===== src/sv/msf_fifo.sv =====
// Small register queue between the front and back halves.
`timescale 1ns / 1ps

module msf_fifo #(
  parameter int W = 8,
  parameter int DEPTH = 2
) (
  input  logic         clk,
  input  logic         rst,
  input  logic         push,
  input  logic [W-1:0] wdata,
  input  logic         pop,
  output logic [W-1:0] rdata,
  output logic         full,
  output logic         empty
);
  localparam int PtrW = (DEPTH > 1) ? $clog2(DEPTH) : 1;
  localparam int CntW = $clog2(DEPTH + 1);

  logic [W-1:0] mem [DEPTH];
  logic [PtrW-1:0] wr_ptr, rd_ptr;
  logic [CntW-1:0] count;
  logic do_push, do_pop;

  assign full = (count == CntW'(DEPTH));
  assign empty = (count == '0);
  assign do_push = push && !full;
  assign do_pop = pop && !empty;
  assign rdata = mem[rd_ptr];

  always_ff @(posedge clk) begin
    if (rst) begin
      wr_ptr <= '0;
      rd_ptr <= '0;
      count <= '0;
    end else begin
      if (do_push) begin
        wr_ptr <= (wr_ptr == PtrW'(DEPTH - 1)) ? '0 : wr_ptr + 1'b1;
      end
      if (do_pop) begin
        rd_ptr <= (rd_ptr == PtrW'(DEPTH - 1)) ? '0 : rd_ptr + 1'b1;
      end
      if (do_push && !do_pop) count <= count + 1'b1;
      else if (do_pop && !do_push) count <= count - 1'b1;
    end
  end

  always_ff @(posedge clk) begin
    if (do_push) mem[wr_ptr] <= wdata;
  end

endmodule


===== config.mk =====
export PLATFORM = sky130hd
export DESIGN_NAME = msf_fifo
export DESIGN_NICKNAME = d
export VERILOG_FILES = /design/src/sv/msf_fifo.sv
export SDC_FILE = /design/constraint.sdc
export NUM_CORES = 1
export LEC_CHECK = 0
export ABC_CLOCK_PERIOD_IN_PS = 3360
export BUFFER_PORTS_ARGS = -buffer_cell sky130_fd_sc_hd__buf_2
export CORE_MARGIN = 2
export CORE_UTILIZATION = 29
export CTS_CLUSTER_DIAMETER = 40
export DETAILED_ROUTE_END_ITERATION = 16
export PLACE_DENSITY = 0.47
export RECOVER_POWER = 25
export SLEW_MARGIN = 0
export SYNTH_ARGS = -nofsm -noshare
export SYNTH_HDL_FRONTEND = slang
export SYNTH_SLANG_ARGS = --single-unit
export TNS_END_PERCENT = 10

===== constraint.sdc =====
create_clock -name clk -period 3.36 [get_ports clk]
set_input_delay 0.672 -clock clk [delete_from_list [all_inputs] [get_ports clk]]
set_output_delay 0.672 -clock clk [all_outputs]
set_load 0.1 [all_outputs]

==> tab_implementation.tex <==
\begin{tabular}{lr}
\hline
Metric & Value \\
\hline
\multicolumn{2}{l}{\textbf{Logic synthesis}} \\
Total standard cell area after synthesis & 793 sq um \\
Post-synthesis share of cell area spent on and, or, nand and nor gates & 0.0584 \\
Main combinational cell family by area after synthesis & multiplexers \\
Adder-Cell Fraction of Synth Area & 0.0158 \\
Sequential-to-total area share from yosys stat & 0.732 \\
Most used standard cells in the synthesized netlist & edfxtp\_1, mux2\_2, dfxtp\_1, nor2\_1 \\
Unique cell type count in the Yosys netlist & 13 \\
Compound-gate portion of the synthesized area & 0.0315 \\
Synthesized area per cell & 15.9 sq um \\
Number of enable flip-flop cells after synthesis & 16 \\
Post-synth top area share & 0.606 \\
Synthesis warning total & 0 \\
Cell type with the highest aggregate area in the netlist & edfxtp\_1 \\
Post-Syn Nets & 63 \\
Most frequent cell after synthesis & edfxtp\_1 \\
Xor and xnor fraction of the mapped netlist area & 0.0331 \\
Number of flip-flops and latches in the synthesized netlist & 21 \\
Number of standard cells after synthesis & 50 \\
Mux share of post-synthesis cell area & 0.114 \\
Async S/R FF share, synth & 0 \\
Most instantiated flip-flop cell in the synthesis netlist & edfxtp\_1 \\
Leading post-synthesis cells by cell area & edfxtp\_1, dfxtp\_1, mux2\_2 \\
\multicolumn{2}{l}{\textbf{Place}} \\
Count of input and output buffers & 21 \\
Post-detail-place hpwl & 893 microns \\
Post-placement cell count & 100 \\
GP Congestion & 0.588 \\
\multicolumn{2}{l}{\textbf{STA}} \\
Total of endpoints with negative setup slack in the final report & 0 \\
Max-slew violation total from the final report & 0 \\
Setup repair after global routing missed its margin & no \\
Final period utilization & 0.648 \\
Tightest Pin Transition & 0.485 ns \\
FMAX & 0.459 GHz \\
Fin. Hold Viols & 0 \\
Final setup skew & 0.00470 ns \\
Aggregate negative setup slack & 0 ns \\
Relative max-transition margin & 0.679 \\
Final worst path period need & 2.18 ns \\
\multicolumn{2}{l}{\textbf{Clock tree}} \\
Clock sink count & 21 \\
CTS max path bufs & 2 \\
Hold buffers post-CTS & 0 \\
Clock transition at the registers of the reported paths & 0.11 ns \\
CTS H-tree depth & 1 \\
Clock root buffer & clkbuf\_4 \\
TritonCTS Buffers & 3 \\
Number of resized instances in the post-cts repair step & 0 \\
Postcts setup bufs & 0 \\
Clock tree from TritonCTS & built \\
Source-to-sink clock delay at the later pin of the worst-skew pair & 0.29 ns \\
\multicolumn{2}{l}{\textbf{Worst setup path}} \\
Kind of start point of the critical path & register \\
Required time of the critical path & 2.69 ns \\
Biggest cell delay along the critical path & 0.54 ns \\
Endpoint type of the worst setup path & output pin \\
Buf/Inv on CP & 1 \\
Cell with the largest stage delay on the worst path & dfxtp\_1 \\
Highest fanout seen on the critical path & 8 \\
Worst-path cell chain & mux2\_2 -> buf\_2 \\
Type of the worst setup path & register to output pin \\
Arrival time at the worst endpoint & 1.51 ns \\
Family of cells with the greatest summed delay on the critical path & flip-flops \\
\multicolumn{2}{l}{\textbf{Detailed routing}} \\
Antenna-violating nets left & 0 \\
Total length of routed wires & 1190 microns \\
Detailed-route DRC error count & 0 \\
First-iteration detailed-routing DRC count & 2 \\
Via/cell ratio & 4.18 \\
Number of vias in the routed layout & 435 \\
Post-DR wirelength/cell & 11.4 microns \\
Pre-antenna DRT Iters & 2 \\
\multicolumn{2}{l}{\textbf{Cells and area}} \\
Fillers & 273 \\
Final net count & 88 \\
Synth-to-Final Area Change & 20.3\% \\
Share of final-layout standard cells stronger than drive strength 1 & 0.419 \\
Util after Layout & 0.375 \\
Number of inserted diodes & 0 \\
Post-route non-filler standard cell count & 104 \\
\multicolumn{2}{l}{\textbf{Global route}} \\
Remaining global-route overflow & 0 \\
First-pass GRT wire length & 2050 microns \\
Antenna violations before repair & 0 \\
Number of global-route vias before repair & 453 \\
Pin count of the biggest net entering global routing & 13 \\
GRT Overall Usage & 0.0852 \\
\multicolumn{2}{l}{\textbf{Die}} \\
Die Width & 56.3 microns \\
Core area & 2540 sq um \\
Initial Utilization & 0.312 \\
DIE HEIGHT & 56.3 microns \\
Total I/O pin count & 22 \\
Num rows & 18 \\
Die Footprint & 3170 sq um \\
\multicolumn{2}{l}{\textbf{Status}} \\
Result of the run & finished clean \\
\multicolumn{2}{l}{\textbf{Flow run}} \\
Max cap viols & 0 \\
\multicolumn{2}{l}{\textbf{Min path}} \\
Hold crit path type & register to register \\
\hline
\end{tabular}
==> flip-flops by register name (all words and copies together), names as in the netlist, named ones only <==
name / count
mem: 16
count: 2
rd_ptr: 1
wr_ptr: 1
==> stage by stage <==
| stage | setup slack [ns] | instance area (sq um) | hold WS (ns) |
|---|---|---|---|
| CTS | 1.12 | 958 | 0.500 |
| global route | 1.07 | 955 | 0.534 |
| global placement | 1.47 | 931 | 0.477 |
| floorplan | 1.07 | 793 | 0.452 |
| finish | 1.18 | 955 | 0.495 |
| detailed placement | 1.49 | 931 | 0.482 |
==> metal layers <==
layer | GRT usage | vias to the layer above | part of all wire
met3 | 0.0438 | 0 | 0.074
met4 | 0.0306 | 0 | 0
met5 | 0 | - | 0
li1 | - | 228 | -
met2 | 0.139 | 13 | 0.51
met1 | 0.0948 | 194 | 0.41
==> cell usage in the layout (no fill, tap or decap) <==
cell       n
buf_2     18
xor2_1     3
buf_1      1
clkbuf_1   2
inv_1      2
dfxtp_1    5
edfxtp_1  16
clkinv_2   1
clkbuf_4   3
nor2_1     5
nor2b_2    1
and2_1     1
or3_1      2
a21oi_1    2
ha_1       1
mux2_2     8
o21ai_0    3
==> worst min-delay path, delay by kind of cell, from the launching register on <==
family         cells  cell delay, ns
AO/OA/AOI/OAI      2            0.13
flip-flops         1            0.33
==> path summary, 6_finish.rpt <==
kind,from,end,slack (ns),cells past startpoint
max,register,rdata[3],1.18,2
min,wr_ptr,wr_ptr,0.49,2
max reg2reg,count[0],count[1],1.79,4
min reg2reg,wr_ptr,wr_ptr,0.49,2
==> kinds of logic (layout without fill, tap and decap cells) <==
kind of cell,after synthesis,count (layout)
AO/OA/AOI/OAI,5,5
XOR/XNOR,3,3
buffers and inverters,3,27
adder cells (fa/ha/maj),1,1
flip-flops,21,21
AND/OR/NAND/NOR,9,9
multiplexers,8,8
==> layout make-up <==
type	instances	area, sq um	area share
clock buffers	3	22.5	0.0236
clock inverters	1	5.00	0.00524
inverters	2	7.51	0.00786
multi-input cells	26	200	0.210
flip-flops and latches	21	581	0.608
well taps	30	37.5	0.0393
repair buffers	21	101	0.106
Power is left out: the tool's default activity adds up to more than one toggle a clock period on the data nets, which glitch-free logic cannot reach.
